<file path="src/rtl/core/rafd_pkg.sv">
// Shared constants, register indexes and pipeline control types for the alpha fade.
package rafd_pkg;

  // Default geometry
  localparam int unsigned CoordBitsDef = 12;
  localparam int unsigned FracBitsDef  = 16;

  // Pixel word layout
  localparam int unsigned ArgbBits   = 32;
  localparam int unsigned AlphaShift = 24;
  localparam int unsigned AlphaBits  = 8;
  localparam logic [31:0] RgbMask    = 32'h00FF_FFFF;
  localparam logic [7:0]  ByteMask   = 8'hFF;

  // Register index width and codes
  localparam int unsigned CfgIdxBits = 2;

  typedef enum logic [CfgIdxBits-1:0] {
    REG_CENTER_X    = 2'd0,
    REG_CENTER_Y    = 2'd1,
    REG_FADE_RADIUS = 2'd2
  } cfg_reg_e;

  // Control and passthrough payload that travels with each pipeline stage
  typedef struct packed {
    logic                valid;
    logic [ArgbBits-1:0] argb;
  } pipe_ctl_t;

endpackage

</file>
<file path="src/rtl/core/rafd_sqrt.sv">
// Pipelined digit-by-digit square root of the scaled squared distance, one bit per stage.
module rafd_sqrt #(
  parameter int unsigned COORD_BITS = rafd_pkg::CoordBitsDef,
  parameter int unsigned FRAC_BITS  = rafd_pkg::FracBitsDef
) (
  input  logic                             clk_i,
  input  logic                             rst_ni,
  input  logic                             en_i,
  input  rafd_pkg::pipe_ctl_t              ctl_i,
  input  logic [2*COORD_BITS:0]            sq_i,
  output rafd_pkg::pipe_ctl_t              ctl_o,
  output logic [COORD_BITS+FRAC_BITS:0]    root_o
);
  localparam int unsigned RootBits = COORD_BITS + FRAC_BITS + 1;
  localparam int unsigned RadBits  = 2 * RootBits;
  localparam int unsigned RemBits  = RootBits + 2;

  logic [RadBits-1:0]  rad_q  [RootBits+1];
  logic [RemBits-1:0]  rem_q  [RootBits+1];
  logic [RootBits-1:0] root_q [RootBits+1];
  logic [31:0]         argb_q [RootBits+1];
  logic                v_q    [RootBits+1];

  // Stage zero: scale by two to the power of twice the fraction width
  assign rad_q[0]  = {1'b0, sq_i, {(2*FRAC_BITS){1'b0}}};
  assign rem_q[0]  = '0;
  assign root_q[0] = '0;
  assign argb_q[0] = ctl_i.argb;
  assign v_q[0]    = ctl_i.valid;

  for (genvar s = 0; s < RootBits; s++) begin : g_stage
    logic [RemBits+1:0]  remx;
    logic [RemBits+1:0]  trial;
    logic                take;
    logic [RemBits-1:0]  rem_d;
    logic [RootBits-1:0] root_d;

    // Bring down two bits and try the next root digit
    always_comb begin
      remx   = {rem_q[s], rad_q[s][RadBits-1 -: 2]};
      trial  = (RemBits+2)'({root_q[s], 2'b01});
      take   = (remx >= trial);
      rem_d  = take ? RemBits'(remx - trial) : RemBits'(remx);
      root_d = {root_q[s][RootBits-2:0], take};
    end

    always_ff @(posedge clk_i or negedge rst_ni) begin
      if (!rst_ni) begin
        v_q[s+1] <= 1'b0;
      end else if (en_i) begin
        v_q[s+1] <= v_q[s];
      end
    end

    always_ff @(posedge clk_i) begin
      if (en_i) begin
        rad_q[s+1]  <= {rad_q[s][RadBits-3:0], 2'b00};
        rem_q[s+1]  <= rem_d;
        root_q[s+1] <= root_d;
        argb_q[s+1] <= argb_q[s];
      end
    end
  end

  assign ctl_o  = '{valid: v_q[RootBits], argb: argb_q[RootBits]};
  assign root_o = root_q[RootBits];

endmodule

</file>
<file path="config.mk">
export PLATFORM = sky130hd
export DESIGN_NAME = rafd_sqrt
export DESIGN_NICKNAME = d
export VERILOG_FILES = /design/src/rtl/core/rafd_pkg.sv /design/src/rtl/core/rafd_sqrt.sv
export SDC_FILE = /design/constraint.sdc
export NUM_CORES = 2
export LEC_CHECK = 0
export ABC_AREA = 1
export BUFFER_PORTS_ARGS = -buffer_cell sky130_fd_sc_hd__clkbuf_2
export CORE_MARGIN = 4
export CORE_UTILIZATION = 55
export DETAILED_ROUTE_END_ITERATION = 8
export PLACE_DENSITY = 0.71
export SLEW_MARGIN = 40
export SYNTH_ARGS = -nofsm -noshare
export SYNTH_HDL_FRONTEND = slang
export SYNTH_SLANG_ARGS = --single-unit
export TNS_END_PERCENT = 50
</file>
<file path="constraint.sdc">
create_clock -name clk_i -period 4.5 [get_ports clk_i]
set_input_delay 0.9 -clock clk_i [delete_from_list [all_inputs] [get_ports clk_i]]
set_output_delay 0.9 -clock clk_i [all_outputs]
set_load 0.02 [all_outputs]
</file>
==> flow_summary.yaml <==
timing:
  max_slew_margin_pct: 40.5
  rsz0062_at_grt: "false"
  finalCriticalPeriod_ps: 2950
  fmax_mhz: 338
  fin_setup_tns_ps: 0
  finalClockSkew_ps: 41.9
  whs_ps: 70.9
  tightest_slew_ps: 892
  min_period_over_period_pct: 65.7
  finalHoldViolCount: 0
  setup-violations-final: 0
  drv_slew: 0
pwr:
  clkPwrFrac_pct: 33.3
  switching_power_mw: 17.7
  p_per_area_mw_per_mm2: 444
  vdd_drop_max_v: 0.000385
  seqPwrFrac_pct: 47.6
  leakagePower_nw: 58.8
  sw_frac_of_total_pct: 29.9
  p_int_mw: 41.4
  combPwrFrac_pct: 19.1
placed_design:
  numPortBuffers: 122
  routabilityCongestion: 0.970
  dpl-instance-area_mm2: 0.125
  hpwl_um: 231000
synth:
  synth_area_mm2: 0.121
  syn-num-nets: 13398
  synth-seq-cells: 2351
  yosysWarnings: 0
  ys_types: 60
  synth.avg_cell_area_um2: 9.40
  yosysSeqAreaShare_pct: 58.1
  postSynthCellCount: 12890
setup_path:
  crit_path_start_kind: "flip-flop"
  required_ps: 5070
  crit_arrival_ps: 3520
  worst_setup_path_end_kind: "flip-flop"
  worstSetupPathType: "reg -> reg"
  crit_fanout: 37
routing:
  num_vias: 85653
  ant_nets: 0
  first_iter_violations: 7719
  wl_per_cell_um: 18.4
  totalWireLength_um: 299000
  drcViolationCount: 0
  dr.pass1.iters: 7
  vias_per_cell: 5.27
cts:
  path_clk_slew_ps: 60
  cts_root_buffer: "clkbuf_16"
  post_cts_buffers: 0
  h-tree-depth: 4
  cts_resized: 0
  clk_latency_ps: 880
  clk_path_buf_depth: 3
  cts_buffers: 237
  cts_tree: "done"
  hold_buffers: 0
  clock_sinks: 2351
layout:
  nets: 13695
  area_growth_pct: 9.68
  postLayoutCellArea_mm2: 0.133
  drive_above_1_share_pct: 7.27
  final_util_pct: 60.6
grt:
  overflow: 0
  track_usage_pct: 26.0
  grt_max_degree: 146
  first_global_vias: 81967
  antenna_found_initial: 4
  grt_pass1_wl_um: 466000
floorplanning:
  fp.dieW_um: 477
  core_mm2: 0.220
  fp.dieH_um: 477
  io_pins: 123
  die-area_mm2: 0.228
  initial_utilization_pct: 55.2
  fp-row-count: 172
min_path:
  hold_class: "in -> async"
job:
  maxCapViolations: 0
status:
  status: "completed"
## metal layers
metal	vias to the layer above	wire, um	GRT usage, %
met5	-	0	0
li1	42541	-	-
met4	0	7670	6.68
met2	2407	138000	42.0
met3	426	16000	2.98
met1	40279	138000	37.6
## final cells by class
type	instances	area, um2
Antenna cell	1	2.50
Clock buffer	277	6130
Clock inverter	165	1780
Fill cell	18674	86600
Inverter	2300	8680
Multi-Input combinational cell	8106	40900
Sequential cell	2351	70500
Tap cell	2871	3590
Timing Repair Buffer	191	1410
## worst paths after layout
kind                       depth (start not counted)                             from  slack (ps)                        endpoint
max in group asynchronous                          1                           rst_ni        3970              v_q[1]$_DFFE_PN0P_
min in group clk_i                                 1                         sq_i[11]         200           rad_q[1669]$_DFFE_PP_
setup reg to reg                                  12  g_stage[18].root_d[3]$_DFFE_PP_        1550  g_stage[19].remx[16]$_DFFE_PP_
setup / recovery                                  12  g_stage[18].root_d[3]$_DFFE_PP_        1550  g_stage[19].remx[16]$_DFFE_PP_
hold reg to reg                                    0            argb_q[476]$_DFFE_PP_         390           argb_q[444]$_DFFE_PP_
hold / removal                                     1                           rst_ni          70             v_q[19]$_DFFE_PN0P_
## Yosys cell counts (all sizes together)
cell type / number / area share [%]
a21o: 6 / 0.037
a21oi: 494 / 2.3
ha: 432 / 4.5
nand2: 4081 / 13
xnor2: 148 / 1.1
xor2: 163 / 1.2
nor4: 7 / 0.036
o2111ai: 1 / 0.0072
o211ai: 2 / 0.012
or2: 22 / 0.11
edfxtp: 2322 / 58
and3: 6 / 0.031
a21boi: 8 / 0.053
nand3: 787 / 3.3
dfrtp: 29 / 0.60
and2: 27 / 0.14
o21a: 3 / 0.019
o21ai: 364 / 1.8
nor2: 1055 / 3.4
mux2: 1 / 0.0093
o21bai: 26 / 0.16
clkbuf: 6 / 0.019
nand3b: 68 / 0.44
a31oi: 2 / 0.010
inv: 2300 / 7.2
nor3b: 6 / 0.037
fa: 15 / 0.25
conb: 1 / 0.0031
buf: 127 / 0.98
nor3: 166 / 0.76
nor2b: 4 / 0.021
nand4: 211 / 1.1
## cells in the final DEF, fill, tap and decap left out, types with 45 or more instances in the layout
| master | instances |
|---|---|
| a21oi_1 | 427 |
| a21oi_2 | 66 |
| buf_4 | 45 |
| clkbuf_16 | 238 |
| clkbuf_2 | 122 |
| edfxtp_1 | 2322 |
| ha_1 | 432 |
| inv_1 | 2263 |
| nand2_1 | 3969 |
| nand2_2 | 100 |
| nand3_1 | 763 |
| nand3b_1 | 66 |
| nand4_1 | 206 |
| nor2_1 | 1011 |
| nor3_1 | 150 |
| o21ai_0 | 204 |
| o21ai_1 | 74 |
| o21ai_2 | 86 |
| xnor2_1 | 148 |
| xor2_1 | 163 |
## per-stage QoR
stage | cells | total power [mW] | worst slack, ps
2_1_floorplan | 12890 | 35.6 | 2440
3_3_place_gp | 15816 | 39.6 | 1580
3_5_place_dp | 15816 | 39.7 | 1530
4_1_cts | 16258 | 59.5 | 1520
5_1_grt | 16262 | 62.2 | 1330
6_report | 16262 | 59.1 | 1550
## power by group through the flow
stage,Combinational (mW),Clock [mW],Sequential [mW]
final,11.3,19.7,28.1
after global routing,12.7,21.2,28.3
after CTS,11.1,20.2,28.1
after detailed placement,11.1,0,28.6
after global placement,11.0,0,28.5
after floorplan,7.82,0,27.8
## critical path, cell delays in order, from the launching register on
cell	delay, ps
edfxtp_1	480
inv_1	80
ha_1	380
nand2_1	140
nand3_2	110
nand2_1	90
nand2_2	70
nand2_1	100
nand2_1	130
nand2_2	130
nand2_2	250
inv_4	470
o21ai_0	220
## state kept, by name, indices dropped and copies added, names as in the netlist
| register | count |
|---|---|
| argb_q | 896 |
| v_q | 28 |
| g_stage.remx | 827 |
| root_o | 29 |
| g_stage.root_d | 406 |
| rad_q | 132 |
| ctl_o | 33 |
## cell families (layout without fill, tap and decap cells)
kind of cell / Yosys count / count (layout) / share of synthesized area, %
DFF: 2351 / 2351 / 58.1
buffers and inverters: 2433 / 2933 / 8.16
adders and majority gates: 447 / 447 / 4.71
xor gates and xnor gates: 311 / 311 / 2.25
muxes: 1 / 1 / 0.00929
other: 1 / 2 / 0.00309
AOI/OAI and AO/OA: 906 / 906 / 4.33
and+or+nand+nor: 6440 / 6440 / 22.4
(Power assumes the default switching activity.)
