### config.mk
export PLATFORM = sky130hd
export DESIGN_NAME = rafd_scale
export DESIGN_NICKNAME = d
export VERILOG_FILES = /design/src/rtl/core/rafd_pkg.sv /design/src/rtl/core/rafd_scale.sv
export SDC_FILE = /design/constraint.sdc
export NUM_CORES = 1
export LEC_CHECK = 0
export ABC_AREA = 1
export BUFFER_PORTS_ARGS = -buffer_cell sky130_fd_sc_hd__buf_2
export CELL_PAD_IN_SITES_DETAIL_PLACEMENT = 1
export CELL_PAD_IN_SITES_GLOBAL_PLACEMENT = 2
export CORE_ASPECT_RATIO = 0.8
export CORE_MARGIN = 3
export CORE_UTILIZATION = 35
export CTS_BUF_LIST = sky130_fd_sc_hd__clkbuf_8
export DETAILED_ROUTE_END_ITERATION = 10
export GPL_TIMING_DRIVEN = 0
export PLACE_DENSITY = 0.81
export SLEW_MARGIN = 10
export SYNTH_ARGS = -nofsm -noshare
export SYNTH_HDL_FRONTEND = slang
export SYNTH_SLANG_ARGS = --single-unit
### constraint.sdc
create_clock -name clk_i -period 4.92 [get_ports clk_i]
set_input_delay 0 -clock clk_i [delete_from_list [all_inputs] [get_ports clk_i]]
set_output_delay 0 -clock clk_i [all_outputs]
set_load 0.005 [all_outputs]
### src/rtl/core/rafd_pkg.sv
// Shared constants, register indexes and pipeline control types for the alpha fade.
package rafd_pkg;

  // Default geometry
  localparam int unsigned CoordBitsDef = 12;
  localparam int unsigned FracBitsDef  = 16;

  // Pixel word layout
  localparam int unsigned ArgbBits   = 32;
  localparam int unsigned AlphaShift = 24;
  localparam int unsigned AlphaBits  = 8;
  localparam logic [31:0] RgbMask    = 32'h00FF_FFFF;
  localparam logic [7:0]  ByteMask   = 8'hFF;

  // Register index width and codes
  localparam int unsigned CfgIdxBits = 2;

  typedef enum logic [CfgIdxBits-1:0] {
    REG_CENTER_X    = 2'd0,
    REG_CENTER_Y    = 2'd1,
    REG_FADE_RADIUS = 2'd2
  } cfg_reg_e;

  // Control and passthrough payload that travels with each pipeline stage
  typedef struct packed {
    logic                valid;
    logic [ArgbBits-1:0] argb;
  } pipe_ctl_t;

endpackage

### src/rtl/core/rafd_scale.sv
// Alpha scaling: radius compare, multiply, then an eight-stage restoring divide.
module rafd_scale #(
  parameter int unsigned COORD_BITS = rafd_pkg::CoordBitsDef,
  parameter int unsigned FRAC_BITS  = rafd_pkg::FracBitsDef
) (
  input  logic                          clk_i,
  input  logic                          rst_ni,
  input  logic                          en_i,
  input  rafd_pkg::pipe_ctl_t           ctl_i,
  input  logic [COORD_BITS+FRAC_BITS:0] dist_i,
  input  logic [COORD_BITS-1:0]         radius_i,
  output rafd_pkg::pipe_ctl_t           ctl_o
);
  localparam int unsigned RadBits = COORD_BITS + FRAC_BITS;
  localparam int unsigned AB      = rafd_pkg::AlphaBits;
  localparam int unsigned NumBits = RadBits + AB;
  localparam int unsigned AS      = rafd_pkg::AlphaShift;

  logic [RadBits-1:0] rfx;
  logic [RadBits:0]   rfx_w;
  logic               outside;
  logic [RadBits-1:0] diff_d, diff_q;
  logic [AB-1:0]      alpha_d, alpha_q;
  logic [NumBits-1:0] num_d, num_q;
  logic               va_q, vb_q;
  logic [31:0]        argba_q, argbb_q;

  logic [NumBits-1:0] rem_q  [AB+1];
  logic [AB-1:0]      quo_q  [AB+1];
  logic [31:0]        argb_q [AB+1];
  logic               v_q    [AB+1];

  // Compare with the radius and form the remaining span
  always_comb begin
    rfx     = {radius_i, {FRAC_BITS{1'b0}}};
    rfx_w   = {1'b0, rfx};
    outside = (dist_i >= rfx_w);
    diff_d  = outside ? '0 : RadBits'(rfx_w - dist_i);
    alpha_d = ctl_i.argb[AS +: AB] & rafd_pkg::ByteMask;
    num_d   = NumBits'(alpha_q) * NumBits'(diff_q);
  end

  always_ff @(posedge clk_i or negedge rst_ni) begin
    if (!rst_ni) begin
      va_q <= 1'b0;
      vb_q <= 1'b0;
    end else if (en_i) begin
      va_q <= ctl_i.valid;
      vb_q <= va_q;
    end
  end

  always_ff @(posedge clk_i) begin
    if (en_i) begin
      diff_q  <= diff_d;
      alpha_q <= alpha_d;
      argba_q <= ctl_i.argb;
      num_q   <= num_d;
      argbb_q <= argba_q;
    end
  end

  assign rem_q[0]  = num_q;
  assign quo_q[0]  = '0;
  assign argb_q[0] = argbb_q;
  assign v_q[0]    = vb_q;

  // One quotient bit per stage, most significant first; a zero radius yields zero
  for (genvar s = 0; s < AB; s++) begin : g_div
    localparam int unsigned Sh = AB - 1 - s;
    logic [NumBits-1:0] dvs;
    logic               take;

    always_comb begin
      dvs  = NumBits'(rfx) << Sh;
      take = (dvs != '0) && (rem_q[s] >= dvs);
    end

    always_ff @(posedge clk_i or negedge rst_ni) begin
      if (!rst_ni) begin
        v_q[s+1] <= 1'b0;
      end else if (en_i) begin
        v_q[s+1] <= v_q[s];
      end
    end

    always_ff @(posedge clk_i) begin
      if (en_i) begin
        rem_q[s+1]  <= take ? rem_q[s] - dvs : rem_q[s];
        quo_q[s+1]  <= {quo_q[s][AB-2:0], take};
        argb_q[s+1] <= argb_q[s];
      end
    end
  end

  assign ctl_o = '{valid: v_q[AB],
                   argb: {quo_q[AB], argb_q[AB][AS-1:0]}};

endmodule

==> implementation parameters <==
Parameter                              Value

Run status
  Status    finished, final reports clean

Die
  Initial Util    0.356
  Total die area    0.109 mm^2
  Std-Cell Core Area    0.103 mm^2
  Boundary pin count    110
  Vert. Die Dim    a little under 300 um
  Die width    368 um
  Row cnt    105

Logic synthesis
  Share of synthesized registers carrying an async set or reset    0.0164
  Biggest area consumer among synthesized cells    sky130_fd_sc_hd__edfxtp_1
  Synthesized area per cell    9.26 um^2
  Post-synthesis cell area    0.0368 mm^2
  Number of flops mapped to enable cells by yosys    600
  Proportion of netlist area held by the largest area contributor    0.490
  Synthesized instance count    just under 4000
  Most used DFF post-synth    sky130_fd_sc_hd__edfxtp_1
  Top post-synthesis cells by area    sky130_fd_sc_hd__edfxtp_1 (49%), sky130_fd_sc_hd__nand2_1 (12%), sky130_fd_sc_hd__fa_1 (8.9%)
  Total of warnings raised by yosys    0
  Count of unique library cells instantiated by Yosys    45
  Post-synth net total    4386
  Sequential area share after synthesis    0.497
  Count of state elements after synthesis    610

Min path
  Cell count of the worst hold path    7
  Hold Path End    rem_q[90]
  Hold WC Path Type    input pin to flop
  Startpoint of the lowest-slack hold path    radius_i[11]

Layout
  Post-layout util    0.417
  Share of final-layout standard cells stronger than drive strength 1    0.122
  Final net count    ~4700
  Synthesis-to-layout area growth    17.2%

Timing
  Final hold violations    0
  Setup TNS    0 ns
  RSZ-0062 raised after global routing    yes
  Final Max Tran Viols    0
  Setup-failing EPs final    0
  Remaining max-slew budget at the tightest pin    0.337
  Final critical path time including I/O delays and setup    4.74 ns
  Pin slew with the least headroom to its limit    0.993 ns
  Final worst path period share    0.963
  Worst Skew    ~0.050 ns
  Highest clock frequency the design can meet    roughly 210 MHz

Power
  Leakage dissipation    20.3 nW
  Ratio of total power to cell area    620 mW/mm^2
  Maximum vdd drop    0.000330 V

Clocking
  Worst-skew pair later-pin latency    approximately 0.76 ns
  Clk root buf    sky130_fd_sc_hd__clkbuf_8
  Clock tree from TritonCTS    yes
  Buffer levels on the longest clock path    3
  H-Tree Depth    3
  Clock Sink Count    ~600
  Total clock buffers created by CTS    100
  Clock transition time at the flip-flop clock pins of the worst setup and hold paths    0.07 ns

GRT
  Overall fraction of global-route tracks in use    0.197
  Wire length of the first global-routing pass    165000 um
  Antenna violations before repair    2
  Pin count of the biggest net entering global routing    118
  Vias in the first global route    28300
  Global route total overflow    0

Detailed routing
  Number of DRC violations after detailed routing    0
  Routed WL    107000 um
  Ratio of routed vias to standard cells    between 4 and 5
  Violation count after the first detailed-route iteration    ~1900
  Wire length per cell after detailed routing    18.4 um
  Number of iterations in the first detailed-routing pass    5
  DR vias    27400
  Post-route antenna net violation count    0

Setup path
  Crit end category    flop
  Setup slack of the worst register-to-register path    0.18 ns
  Top fanout value on the critical path    10
  Logic depth of the worst register-to-register path    18
  Type of origin of the critical path    flop
  Critical Setup Path Class    flop to flop
  Worst path arrival time    5.22 ns
  CP required    5.40 ns
  End of the worst register-to-register path    num_q[19]
  Launch instance of the worst register-to-register path    alpha_q[5]

Run
  Reported max-cap violation count    0

Place
  Port-buffer cells    109
  Post-DP HPWL    81200 um
  Gpl congestion    0.874
placed cells by master, fill, tap and decap left out, types with 9 or more instances in the layout:
master and count:
sky130_fd_sc_hd__nand3b_1 20, sky130_fd_sc_hd__clkbuf_8 102, sky130_fd_sc_hd__ha_2 9, sky130_fd_sc_hd__clkinv_2 17
sky130_fd_sc_hd__clkinv_1 28, sky130_fd_sc_hd__fa_1 161, sky130_fd_sc_hd__inv_2 10, sky130_fd_sc_hd__a21oi_2 27
sky130_fd_sc_hd__nor2_2 26, sky130_fd_sc_hd__nor2_4 11, sky130_fd_sc_hd__xor2_1 57, sky130_fd_sc_hd__o21ai_0 43
sky130_fd_sc_hd__a21oi_1 105, sky130_fd_sc_hd__buf_4 68, sky130_fd_sc_hd__nand4_1 46, sky130_fd_sc_hd__ha_4 13
sky130_fd_sc_hd__xnor2_1 19, sky130_fd_sc_hd__buf_2 117, sky130_fd_sc_hd__nand3_1 191, sky130_fd_sc_hd__dfrtp_1 10
sky130_fd_sc_hd__edfxtp_1 600, sky130_fd_sc_hd__dlygate4sd3_1 133, sky130_fd_sc_hd__nand2_2 64, sky130_fd_sc_hd__nor3_1 20
sky130_fd_sc_hd__ha_1 153, sky130_fd_sc_hd__inv_1 739, sky130_fd_sc_hd__o21bai_1 9, sky130_fd_sc_hd__nand2_1 1183
sky130_fd_sc_hd__nor2_1 305
where the power goes:
part / leakage (nW) / switching [mW] / total, mW / internal, mW
Clock: 1.06 / 2.12 / 4.31 / 2.20
Combinational: 13.3 / 9.27 / 14.4 / 5.09
Sequential: 5.96 / 0.746 / 8.07 / 7.33
registers in the layout (all words and copies together), names as in the netlist:
name / count
v_q: 7
alpha_q: 8
argba_q: 24
rem_q: 252
argbb_q: 24
diff_q: 28
ctl_o: 33
quo_q: 28
num_q: 36
va_q: 1
vb_q: 1
argb_q: 168
per-stage QoR:
stage / setup slack [ns] / hold WS, ns / instance area [um^2] / total power, mW / std cells
2_1_floorplan: 0.341 / -0.296 / 36800 / 16.7 / 3971
3_3_place_gp: -5.46 / -0.126 / 39100 / 20.7 / 5471
3_5_place_dp: -1.11 / -0.120 / 39200 / 20.9 / 5476
4_1_cts: 0.00221 / 0.0265 / 42700 / 25.6 / 5796
5_1_grt: -0.0501 / 0.0835 / 43100 / 29.2 / 5795
6_report: 0.181 / 0.139 / 43100 / 26.7 / 5796
worst max path at each step:
stage	from	cells past startpoint	slack, ns	endpoint
final	alpha_q[5]	18	0.18	num_q[19]
after global routing	alpha_q[5]	20	-0.05	num_q[32]
after CTS	alpha_q[6]	19	0.002	num_q[33]
after detailed placement	alpha_q[7]	21	-1.11	num_q[34]
after global placement	en_i	1	-5.46	num_q[2]
after floorplan	alpha_q[7]	21	0.34	num_q[34]
layer usage:
| metal | wire length [um] | global-route usage | up-vias |
|---|---|---|---|
| met2 | 47600 | 0.310 | 498 |
| met3 | 5200 | 0.0353 | 109 |
| li1 | - | - | 13300 |
| met4 | 1810 | 0.0415 | 0 |
| met1 | 52200 | 0.286 | 13500 |
| met5 | 0 | 0 | - |
worst max-delay path, stage by stage, from the launching register on:
cell and delay [ns]:
sky130_fd_sc_hd__edfxtp_1 0.45, sky130_fd_sc_hd__buf_4 0.20, sky130_fd_sc_hd__clkbuf_4 0.20, sky130_fd_sc_hd__nand2_1 0.08
sky130_fd_sc_hd__inv_1 0.05, sky130_fd_sc_hd__fa_1 0.53, sky130_fd_sc_hd__fa_1 0.46, sky130_fd_sc_hd__fa_1 0.57
sky130_fd_sc_hd__inv_1 0.06, sky130_fd_sc_hd__fa_1 0.53, sky130_fd_sc_hd__inv_1 0.07, sky130_fd_sc_hd__ha_4 0.26
sky130_fd_sc_hd__nand2_1 0.06, sky130_fd_sc_hd__nand2_1 0.10, sky130_fd_sc_hd__o21bai_1 0.21, sky130_fd_sc_hd__a21oi_1 0.17
sky130_fd_sc_hd__nand2_2 0.14, sky130_fd_sc_hd__buf_4 0.16, sky130_fd_sc_hd__xor2_1 0.14
repair_timing:
item,CTS,global route
setup endpoints to repair,29,22
buffers inserted,19,6
pin swaps,2,21
gates cloned,0,0
gates resized for setup,36,132
hold buffers,133,0
hold endpoints to repair,161,0
cell usage after synthesis (7+ instances only):
cell type / instances
sky130_fd_sc_hd__inv_1: 721
sky130_fd_sc_hd__ha_1: 175
sky130_fd_sc_hd__buf_1: 23
sky130_fd_sc_hd__nand3b_1: 20
sky130_fd_sc_hd__edfxtp_1: 600
sky130_fd_sc_hd__buf_4: 40
sky130_fd_sc_hd__a21oi_1: 132
sky130_fd_sc_hd__o21bai_1: 9
sky130_fd_sc_hd__dfrtp_1: 10
sky130_fd_sc_hd__xnor2_1: 19
sky130_fd_sc_hd__xor2_1: 57
sky130_fd_sc_hd__nor3_1: 24
sky130_fd_sc_hd__nand2_2: 36
sky130_fd_sc_hd__o21ai_0: 49
sky130_fd_sc_hd__nand2_1: 1212
sky130_fd_sc_hd__nor2_2: 12
sky130_fd_sc_hd__clkbuf_2: 7
sky130_fd_sc_hd__nor2_1: 325
sky130_fd_sc_hd__buf_2: 9
sky130_fd_sc_hd__nand4_1: 46
sky130_fd_sc_hd__fa_1: 163
sky130_fd_sc_hd__nand3_1: 191
sky130_fd_sc_hd__clkbuf_1: 24
cell type report:
| type | instances | area [um^2] |
|---|---|---|
| Buffer | 88 | 632 |
| Multi-Input combinational cell | 2523 | 15600 |
| Antenna cell | 3 | 7.51 |
| Tap cell | 1391 | 1740 |
| Fill cell | 12000 | 60300 |
| Sequential cell | 610 | 18300 |
| Timing Repair Buffer | 272 | 2220 |
| Clock inverter | 81 | 513 |
| Clock buffer | 101 | 1390 |
| Inverter | 727 | 2730 |
cells by family (layout without fill, tap and decap cells):
family          Yosys count  after routing  synth area share
xor+xnor                 76             76            0.0181
simple gates           1902           1902             0.215
flops                   610            610             0.497
fa+ha+maj               338            338             0.148
compound gates          207            207            0.0299
buf+inv                 838           1269            0.0921
other cells               0              3                 0
Note: power is estimated with default switching activity, not from simulation.
