[src/rtl/core/rafd_pkg.sv]
// Shared constants, register indexes and pipeline control types for the alpha fade.
package rafd_pkg;

  // Default geometry
  localparam int unsigned CoordBitsDef = 12;
  localparam int unsigned FracBitsDef  = 16;

  // Pixel word layout
  localparam int unsigned ArgbBits   = 32;
  localparam int unsigned AlphaShift = 24;
  localparam int unsigned AlphaBits  = 8;
  localparam logic [31:0] RgbMask    = 32'h00FF_FFFF;
  localparam logic [7:0]  ByteMask   = 8'hFF;

  // Register index width and codes
  localparam int unsigned CfgIdxBits = 2;

  typedef enum logic [CfgIdxBits-1:0] {
    REG_CENTER_X    = 2'd0,
    REG_CENTER_Y    = 2'd1,
    REG_FADE_RADIUS = 2'd2
  } cfg_reg_e;

  // Control and passthrough payload that travels with each pipeline stage
  typedef struct packed {
    logic                valid;
    logic [ArgbBits-1:0] argb;
  } pipe_ctl_t;

endpackage

[src/rtl/core/rafd_dist.sv]
// Two-stage squared distance: absolute offsets, then sum of squares.
module rafd_dist #(
  parameter int unsigned COORD_BITS = rafd_pkg::CoordBitsDef
) (
  input  logic                        clk_i,
  input  logic                        rst_ni,
  input  logic                        en_i,
  input  rafd_pkg::pipe_ctl_t         ctl_i,
  input  logic [COORD_BITS-1:0]       pixel_x_i,
  input  logic [COORD_BITS-1:0]       pixel_y_i,
  input  logic [COORD_BITS-1:0]       center_x_i,
  input  logic [COORD_BITS-1:0]       center_y_i,
  output rafd_pkg::pipe_ctl_t         ctl_o,
  output logic [2*COORD_BITS:0]       sq_o
);
  localparam int unsigned SqBits = 2 * COORD_BITS + 1;

  logic [COORD_BITS-1:0] dx_d, dy_d, dx_q, dy_q;
  logic [SqBits-1:0]     sq_d, sq_q;
  logic                  v0_q, v1_q;
  logic [31:0]           argb0_q, argb1_q;

  // Absolute offsets from the centre
  always_comb begin
    dx_d = (pixel_x_i >= center_x_i) ? pixel_x_i - center_x_i : center_x_i - pixel_x_i;
    dy_d = (pixel_y_i >= center_y_i) ? pixel_y_i - center_y_i : center_y_i - pixel_y_i;
    sq_d = SqBits'(dx_q) * SqBits'(dx_q) + SqBits'(dy_q) * SqBits'(dy_q);
  end

  // Advance valid bits
  always_ff @(posedge clk_i or negedge rst_ni) begin
    if (!rst_ni) begin
      v0_q <= 1'b0;
      v1_q <= 1'b0;
    end else if (en_i) begin
      v0_q <= ctl_i.valid;
      v1_q <= v0_q;
    end
  end

  // Advance payload
  always_ff @(posedge clk_i) begin
    if (en_i) begin
      dx_q    <= dx_d;
      dy_q    <= dy_d;
      argb0_q <= ctl_i.argb;
      sq_q    <= sq_d;
      argb1_q <= argb0_q;
    end
  end

  assign ctl_o = '{valid: v1_q, argb: argb1_q};
  assign sq_o  = sq_q;

endmodule

[config.mk]
export PLATFORM = sky130hd
export DESIGN_NAME = rafd_dist
export DESIGN_NICKNAME = d
export VERILOG_FILES = /design/src/rtl/core/rafd_pkg.sv /design/src/rtl/core/rafd_dist.sv
export SDC_FILE = /design/constraint.sdc
export NUM_CORES = 1
export LEC_CHECK = 0
export ABC_CLOCK_PERIOD_IN_PS = 7100
export BUFFER_PORTS_ARGS = -buffer_cell sky130_fd_sc_hd__buf_4
export CORE_ASPECT_RATIO = 1.4
export CORE_MARGIN = 2
export CORE_UTILIZATION = 55
export CTS_CLUSTER_DIAMETER = 100
export DETAILED_ROUTE_END_ITERATION = 12
export PLACE_DENSITY = 0.75
export SYNTH_ARGS = -nofsm -noshare
export SYNTH_HDL_FRONTEND = slang
export SYNTH_SLANG_ARGS = --single-unit
[constraint.sdc]
create_clock -name clk_i -period 7.1 [get_ports clk_i]
set_input_delay 1.065 -clock clk_i [delete_from_list [all_inputs] [get_ports clk_i]]
set_output_delay 1.065 -clock clk_i [all_outputs]
set_load 0.05 [all_outputs]
==> flow_summary.ini, run 1 <==
[critical_path]
crit_type = reg2reg
path_cells = nand2_1, fa_1, fa_1, fa_1, inv_1, fa_1, fa_1, fa_1, inv_1, fa_1, inv_1, ha_1, and3_1, a211oi_2, or3_1, a211oi_2, o41ai_1, xnor2_1
cp.required_ps = 7250
cp_common_cell = fa_1
worst_setup_path_end_kind = flip-flop
crit_path_max_fanout = 12
max_stage_delay_ps = 650
worst_setup_path_start_kind = flip-flop
cp_slowest_cell = edfxtp_1
crit_arrival_ps = 6850

[global_route]
grt_pass1_wl_mm = 45.82
grt_max_degree = 82
grt_pass1_vias = 9713
antenna_found_initial = 0
track_usage_pct = 22.97
gr-total-overflow = 0

[synthesis]
post_synth.cell_area_avg_um2 = 10.47
synthAdderAreaFrac_pct = 44.15
synth-edff-count = 113
syn_area_um2 = 13560
synthMuxAreaShare_pct = 1.200
synth_cell_type_count = 51
synth_cells = 1295
synth-main-ff-cell = edfxtp_1
synth_compound_area_share_pct = 6.636
synthArstFlopShare_pct = 1.739
synth_top_family_by_area = adder cells
yosysSeqAreaShare_pct = 25.40
yosys_warnings = 0
syn_nets = 1735
yosys_register_bits = 115
yosys.area_share.simple_pct = 9.349
yosys.area_share.xor_xnor_pct = 2.907

[timing]
final-setup-viol-count = 0
final.setup.tns_ps = 0
rsz0062_at_grt = false
fin_crit_sh_pct = 94.33
fin_worst_skew_ps = 12.24
tightest_slew_ps = 1042
slew_viol_final = 0
post-route-min-period_ps = 6697
clock.fmax_mhz = 149.3
finalHoldViolCount = 0
slew_headroom_pct = 30.56

[route]
wl_per_cell_um = 15.87
viasPerCell = 5.284
drt_wl_total_mm = 27.64
drcViolationCount = 0
drt-initial-drc-count = 480
antenna_left = 0
vias = 9204
dr.pass1.iters = 7

[clocking]
ctsHoldBuffers = 0
cts_tree = done
clk_latency_ps = 430
clk_path_buf_depth = 2
cts_resized = 0
cts-root-buf = clkbuf_16
cts_num_sinks = 115
htreeDepth = 4
cts_buffers = 17
post_cts_buffers = 0
clkTransAtPathRegs_ps = 60

[floorplan]
io_pins = 142
initial_core_util_pct = 55.52
coreArea_um2 = 24420
num_rows = 68
die_h_um = 189.8
die_area_um2 = 25940
die_w_um = 136.7

[final_layout]
antenna_cells = 0
fill_cells = 2012
layout-drive-gt1-share_pct = 12.68
nets = 1854
areaGrowthSynthToFinish_pct = 13.54

[flow_run]
cap_violations = 0

[placed_design]
gp_congestion = 0.8937
portBuffers = 141
dp_hpwl_mm = 22.79

[hold_path]
hold_path.class = in2async

[run_status]
outcome = finished, final reports clean
[synthesized netlist by cell type (all sizes together) (14+ instances only)]
cell    count  area share, %
inv       320            8.9
fa        204             30
ha        152             14
edfxtp    113             25
nand2      93            2.6
and2       63            2.9
a21oi      54            2.0
nor2       35           0.97
clkbuf     29           0.80
xor2       26            1.7
o21ai      22           0.81
xnor2      19            1.2
a21o       16           0.89
buf        15           0.69
mux2i      14            1.0
nand3      14           0.52
[critical path: cells and delay by family, from the launching register on]
family	cells	cell delay (ps)
AO/OA/AOI/OAI	3	920
XOR/XNOR	1	120
adder cells (fa/ha/maj)	8	3900
buffers and inverters	3	140
flip-flops	1	650
AND/OR/NAND/NOR	3	710
[cell type report]
type	count	area, µm²	share of cell area, %
inverters	320	1201	7.804
repair buffers	144	1081	7.023
clock inverters	14	126.4	0.8210
clock buffers	18	429.2	2.788
flip-flops and latches	115	3443	22.37
multi-input cells	816	8717	56.63
well taps	315	394.1	2.561
[metrics by stage]
stage	setup WS, ps	area [µm²]	instances	hold WS [ps]	util [%]
CTS	421.7	15390	1742	398.2	63.04
floorplan	955.5	13560	1295	400.3	-
global placement	586.2	14840	1710	400.0	60.76
detailed placement	465.4	14840	1710	404.5	60.76
finish	402.9	15390	1742	411.5	63.04
global route	61.98	15390	1742	388.4	63.04
[cell families (layout without fill, tap and decap cells)]
family,Yosys count,count (layout)
buffers and inverters,364,496
adders and majority gates,356,356
muxes,16,16
xor gates and xnor gates,45,45
AOI/OAI and AO/OA,143,143
DFF,115,115
and+or+nand+nor,256,256
[placed cells by master (no fill, tap or decap), drive strengths merged, types with 16 or more instances in the layout]
master and n:
and2 63, clkbuf 18, fa 204, o21ai 22, edfxtp 113, nand2 93
a21oi 54, a21o 16, nor2 35, xor2 26, xnor2 19, inv 325
buf 144, ha 152
[sequential cells by signal, indices dropped and copies added, names as in the netlist]
| name | flops |
|---|---|
| v0_q | 1 |
| argb0_q | 32 |
| v1_q | 1 |
| argb1_q | 32 |
| sq_o | 25 |
| dy_q | 12 |
| dx_q | 12 |
[routing by layer]
| layer | vias up | wire (µm) | global-route usage, % |
|---|---|---|---|
| met5 | - | 0 | 0 |
| met1 | 4559 | 9501 | 24.85 |
| li1 | 4317 | - | - |
| met2 | 253 | 15810 | 42.81 |
| met4 | 0 | 1271 | 11.14 |
| met3 | 75 | 1065 | 3.650 |
[final timing paths]
path,start,endpoint,slack [ps],cells after the start
max in group asynchronous,rst_ni,v0_q$_DFFE_PN0P_,6600,1
hold reg to reg,argb0_q[3]$_DFFE_PP_,argb1_q[3]$_DFFE_PP_,410,0
min in group clk_i,argb0_q[3]$_DFFE_PP_,argb1_q[3]$_DFFE_PP_,410,0
setup / recovery,dx_q[0]$_DFFE_PP_,sq_o[22]$_DFFE_PP_,400,18
hold / removal,rst_ni,v1_q$_DFFE_PN0P_,410,1
setup reg to reg,dx_q[0]$_DFFE_PP_,sq_o[22]$_DFFE_PP_,400,18
Power of run 1 is left out: the tool's default activity adds up to more than one toggle a clock period on the data nets, which glitch-free logic cannot reach.
==> run 2, diff against run 1 <==
GPL_TIMING_DRIVEN = 0   (was not set)
==> run 2 against run 1 <==
Against the previous run: worst setup slack got worse by 160 ps; first-iteration DRC count is 3.1% lower; die area unchanged.
==> flow_summary.ini, run 2 (synthesis gave the netlist of run 1 again) <==
[critical_path]
max_stage_delay_ps = 560
path_cells = clkbuf_2, nand2_1, fa_1, fa_1, fa_1, inv_1, fa_1, fa_1, fa_1, inv_1, fa_1, inv_1, ha_1, and3_1, a211oi_2, or3_1, a211oi_4, o41ai_2, xnor2_1
crit_arrival_ps = 7010
crit_path_max_fanout = 10
cp_slowest_cell = fa_1
cp_common_cell = fa_1
worst_setup_path_start_kind = flip-flop
worst_setup_path_end_kind = flip-flop
crit_type = reg2reg
path_buf_inv = 4
cp.required_ps = 7250
critPathTopFamily = adder cells

[timing]
post-route-min-period_ps = 6859
finalHoldViolCount = 0
tightest_slew_ps = 565.3
final.setup.tns_ps = 0
final-setup-viol-count = 0
slew_headroom_pct = 62.31
fin_crit_sh_pct = 96.60
slew_viol_final = 0
rsz0062_at_grt = false
fin_worst_skew_ps = 14.68
clock.fmax_mhz = 145.8
whs_ps = 409.2

[floorplan]
num_rows = 68
coreArea_um2 = 24420
die_area_um2 = 25940
io_pins = 142
die_h_um = 189.8
die_w_um = 136.7
initial_core_util_pct = 55.52

[final_layout]
layout_commonest_cell = inv_1
antenna_cells = 0
nets = 1894
layout-drive-gt1-share_pct = 13.77
final_area_um2 = 15650
fill_cells = 1887
utilization_pct = 64.11
final_cell_mix = inv_1 (320), fa_1 (204), ha_1 (152)
areaGrowthSynthToFinish_pct = 15.47

[placed_design]
dp_hpwl_mm = 23.19
gp_congestion = 0.9181
dpl-instance-area_um2 = 15010
portBuffers = 141

[clocking]
cts_num_sinks = 115
htreeDepth = 4
clkTransAtPathRegs_ps = 60
cts_tree = done
clk_latency_ps = 430
cts-root-buf = clkbuf_16
cts_buffers = 17
ctsHoldBuffers = 0
clk_path_buf_depth = 2

[flow_run]
cap_violations = 0

[route]
drt-initial-drc-count = 465
antenna_left = 0
drt_wl_total_mm = 28.86
dr.pass1.iters = 5
viasPerCell = 5.298
drcViolationCount = 0
wl_per_cell_um = 16.19
vias = 9441

[global_route]
grt_pass1_vias = 10290
track_usage_pct = 24.02
gr-total-overflow = 0
grt_pass1_wl_mm = 48.10
antenna_found_initial = 0
grt_max_degree = 116

[hold_path]
hold_path.class = in2async

[run_status]
outcome = finished, final reports clean
-- run 2: cell types whose count changed in the layout (fill, tap and decap cells not counted), sizes merged --
cell      delta
buf         +16
bufinv       +1
clkbuf      +23
clkinv       -1
clkinvlp     +1
-- run 2: layout make-up --
| class | instances | area, µm² | share of cell area, % |
|---|---|---|---|
| Buffer | 40 | 193.9 | 1.239 |
| Clock buffer | 17 | 425.4 | 2.718 |
| Clock inverter | 15 | 156.4 | 0.9991 |
| Inverter | 320 | 1201 | 7.673 |
| Multi-Input combinational cell | 816 | 8735 | 55.80 |
| Sequential cell | 115 | 3443 | 22.00 |
| Tap cell | 315 | 394.1 | 2.518 |
| Timing Repair Buffer | 144 | 1105 | 7.058 |
-- run 2: per-layer routing --
metal	up-vias	track usage [%]	part of all wire (%)	routed length, µm
met3	77	4.343	3.4	990
met4	0	10.54	3.8	1086
met1	4733	25.22	35	10060
met5	-	0	0	0
li1	4394	-	-	-
met2	237	45.73	58	16720
-- run 2: path summary, 6_finish.rpt --
check                                     start                    to  slack, ps  depth (start not counted)
setup reg to reg              dx_q[0]$_DFFE_PP_    sq_o[22]$_DFFE_PP_        240                         19
min in group clk_i         argb0_q[3]$_DFFE_PP_  argb1_q[3]$_DFFE_PP_        410                          0
setup / recovery              dx_q[0]$_DFFE_PP_    sq_o[22]$_DFFE_PP_        240                         19
hold / removal                           rst_ni      v0_q$_DFFE_PN0P_        410                          1
hold reg to reg            argb0_q[3]$_DFFE_PP_  argb1_q[3]$_DFFE_PP_        410                          0
max in group asynchronous                rst_ni      v1_q$_DFFE_PN0P_       6600                          1
-- run 2: what timing repair did --
item / in CTS / in global routing
buffers inserted: 0 / 2
resized for setup: 1 / 13
pin swaps: 0 / 1
setup endpoints to repair: 2 / 5
-- run 2: through the flow --
step,setup WS (ps),cells
final,241.3,1782
after CTS,23.60,1783
after detailed placement,68.35,1751
after floorplan,955.5,1295
after global routing,21.90,1782
after global placement,142.7,1751
Power of run 2 is left out for the same reason.
==> run 3, diff against run 2 <==
REMOVE_ABC_BUFFERS = 1   (was not set)
==> run 3 against run 2 <==
Against the previous run: core utilization down 0.51 points; wire length fell by 3.5%; final cell count shrank 1.7%; worst setup slack improved by 46 ps; clock skew shrank 1.4 ps; clock-buffer cell count stayed put; hold slack worse by 1.6 ps; die area is the same; critical path type unchanged.
==> flow_summary.ini, run 3 (synthesis gave the netlist of run 1 again) <==
[run_status]
outcome = finished, final reports clean

[timing]
tightest_slew_ps = 931.4
slew_viol_final = 0
final.setup.tns_ps = 0
fin_crit_sh_pct = 95.95
clock.fmax_mhz = 146.8
whs_ps = 407.6
post-route-min-period_ps = 6812
setup_slack_ps = 287.7
fin_worst_skew_ps = 13.33
finalHoldViolCount = 0
final-setup-viol-count = 0
rsz0062_at_grt = false
slew_headroom_pct = 37.71

[floorplan]
die_area_um2 = 25940
initial_core_util_pct = 55.52
coreArea_um2 = 24420
io_pins = 142
num_rows = 68
die_h_um = 189.8
die_w_um = 136.7

[clocking]
cts_num_sinks = 115
cts-root-buf = clkbuf_16
ctsHoldBuffers = 0
clkTransAtPathRegs_ps = 70
cts_resized = 0
clk_path_buf_depth = 2
cts_buffers = 17
clk_latency_ps = 430
htreeDepth = 4
cts_tree = done

[critical_path]
crit_arrival_ps = 6980
cp_slowest_cell = edfxtp_1
cp.required_ps = 7260
cp_common_cell = fa_1
path_depth = 18
worst_setup_path_start_kind = flip-flop
rr_worst_depth = 18
max_stage_delay_ps = 680
worst_setup_path_end_kind = flip-flop
crit_type = reg2reg
regToRegSetupSlack_ps = 290
path_buf_inv = 3
path_cells = nand2_1, fa_1, fa_1, fa_1, inv_1, fa_1, fa_1, fa_1, inv_1, fa_1, inv_1, ha_1, and3_1, a211oi_2, or3_1, a211oi_2, a221oi_1, xnor2_1
critPathTopFamily = adder cells
crit_path_max_fanout = 12

[global_route]
grt_max_degree = 116
grt_pass1_vias = 9997
gr-total-overflow = 0
grt_pass1_wl_mm = 45.91
antenna_found_initial = 0
track_usage_pct = 22.96

[final_layout]
fill_cells = 1942
layout_commonest_cell = inv_1
areaGrowthSynthToFinish_pct = 14.55
antenna_cells = 0
nets = 1863
seq_area_um2 = 3443
layout-drive-gt1-share_pct = 13.37
multi_input_area_um2 = 8723
final_cell_mix = inv_1 (320), fa_1 (204), ha_1 (152)

[placed_design]
dp_hpwl_mm = 22.25
pre_cts_slack_ps = 303.9
gp_congestion = 0.9016
portBuffers = 141

[hold_path]
hold_path.class = in2async

[route]
vias = 9301
viasPerCell = 5.312
drt-initial-drc-count = 587
antenna_left = 0
drt_wl_total_mm = 27.85
dr.pass1.iters = 5
drcViolationCount = 0
wl_per_cell_um = 15.90

[flow_run]
cap_violations = 0
==> run 3: worst reg2reg max path: stages, from the launching register on <==
cell and delay [ps]:
edfxtp_1 680, nand2_1 280, fa_1 570, fa_1 530, fa_1 560, inv_1 50, fa_1 480, fa_1 540
fa_1 500, inv_1 50, fa_1 470, inv_1 40, ha_1 330, and3_1 190, a211oi_2 100, or3_1 430
a211oi_2 420, a221oi_1 190, xnor2_1 160
==> run 3: final cells by class <==
type,count,share of cell area (%)
repair buffers,153,7.574
clock inverters,15,1.064
clock buffers,17,2.740
multi-input cells,816,56.18
inverters,320,7.735
well taps,315,2.538
flip-flops and latches,115,22.17
==> run 3: stage by stage <==
stage / instances / utilization [%] / area [µm²]
6_report: 1751 / 63.59 / 15530
3_5_place_dp: 1708 / 60.74 / 14830
3_3_place_gp: 1707 / 60.64 / 14810
2_1_floorplan: 1251 / - / 13350
4_1_cts: 1740 / 63.16 / 15420
5_1_grt: 1751 / 63.59 / 15530
==> run 3: repair_timing <==
| item | in CTS | in global routing |
|---|---|---|
| endpoints found under the hold margin | 0 | 0 |
| buffers inserted | 0 | 10 |
| setup endpoints to repair | 0 | 3 |
==> run 3: path summary, 6_finish.rpt <==
check | from | endpoint
max in group asynchronous | rst_ni | v1_q$_DFFE_PN0P_
hold reg to reg | argb0_q[31]$_DFFE_PP_ | argb1_q[31]$_DFFE_PP_
hold / removal | rst_ni | v0_q$_DFFE_PN0P_
min in group clk_i | argb0_q[31]$_DFFE_PP_ | argb1_q[31]$_DFFE_PP_
setup / recovery | dx_q[9]$_DFFE_PP_ | sq_o[24]$_DFFE_PP_
setup reg to reg | dx_q[9]$_DFFE_PP_ | sq_o[24]$_DFFE_PP_
==> run 3: routing by layer <==
metal	up-vias	share of wire, %	GRT usage (%)
li1	4322	-	-
met1	4648	35	24.87
met2	254	57	43.17
met3	77	4.2	3.544
met4	0	4.0	10.38
met5	-	0	0
Power of run 3 is left out for the same reason.
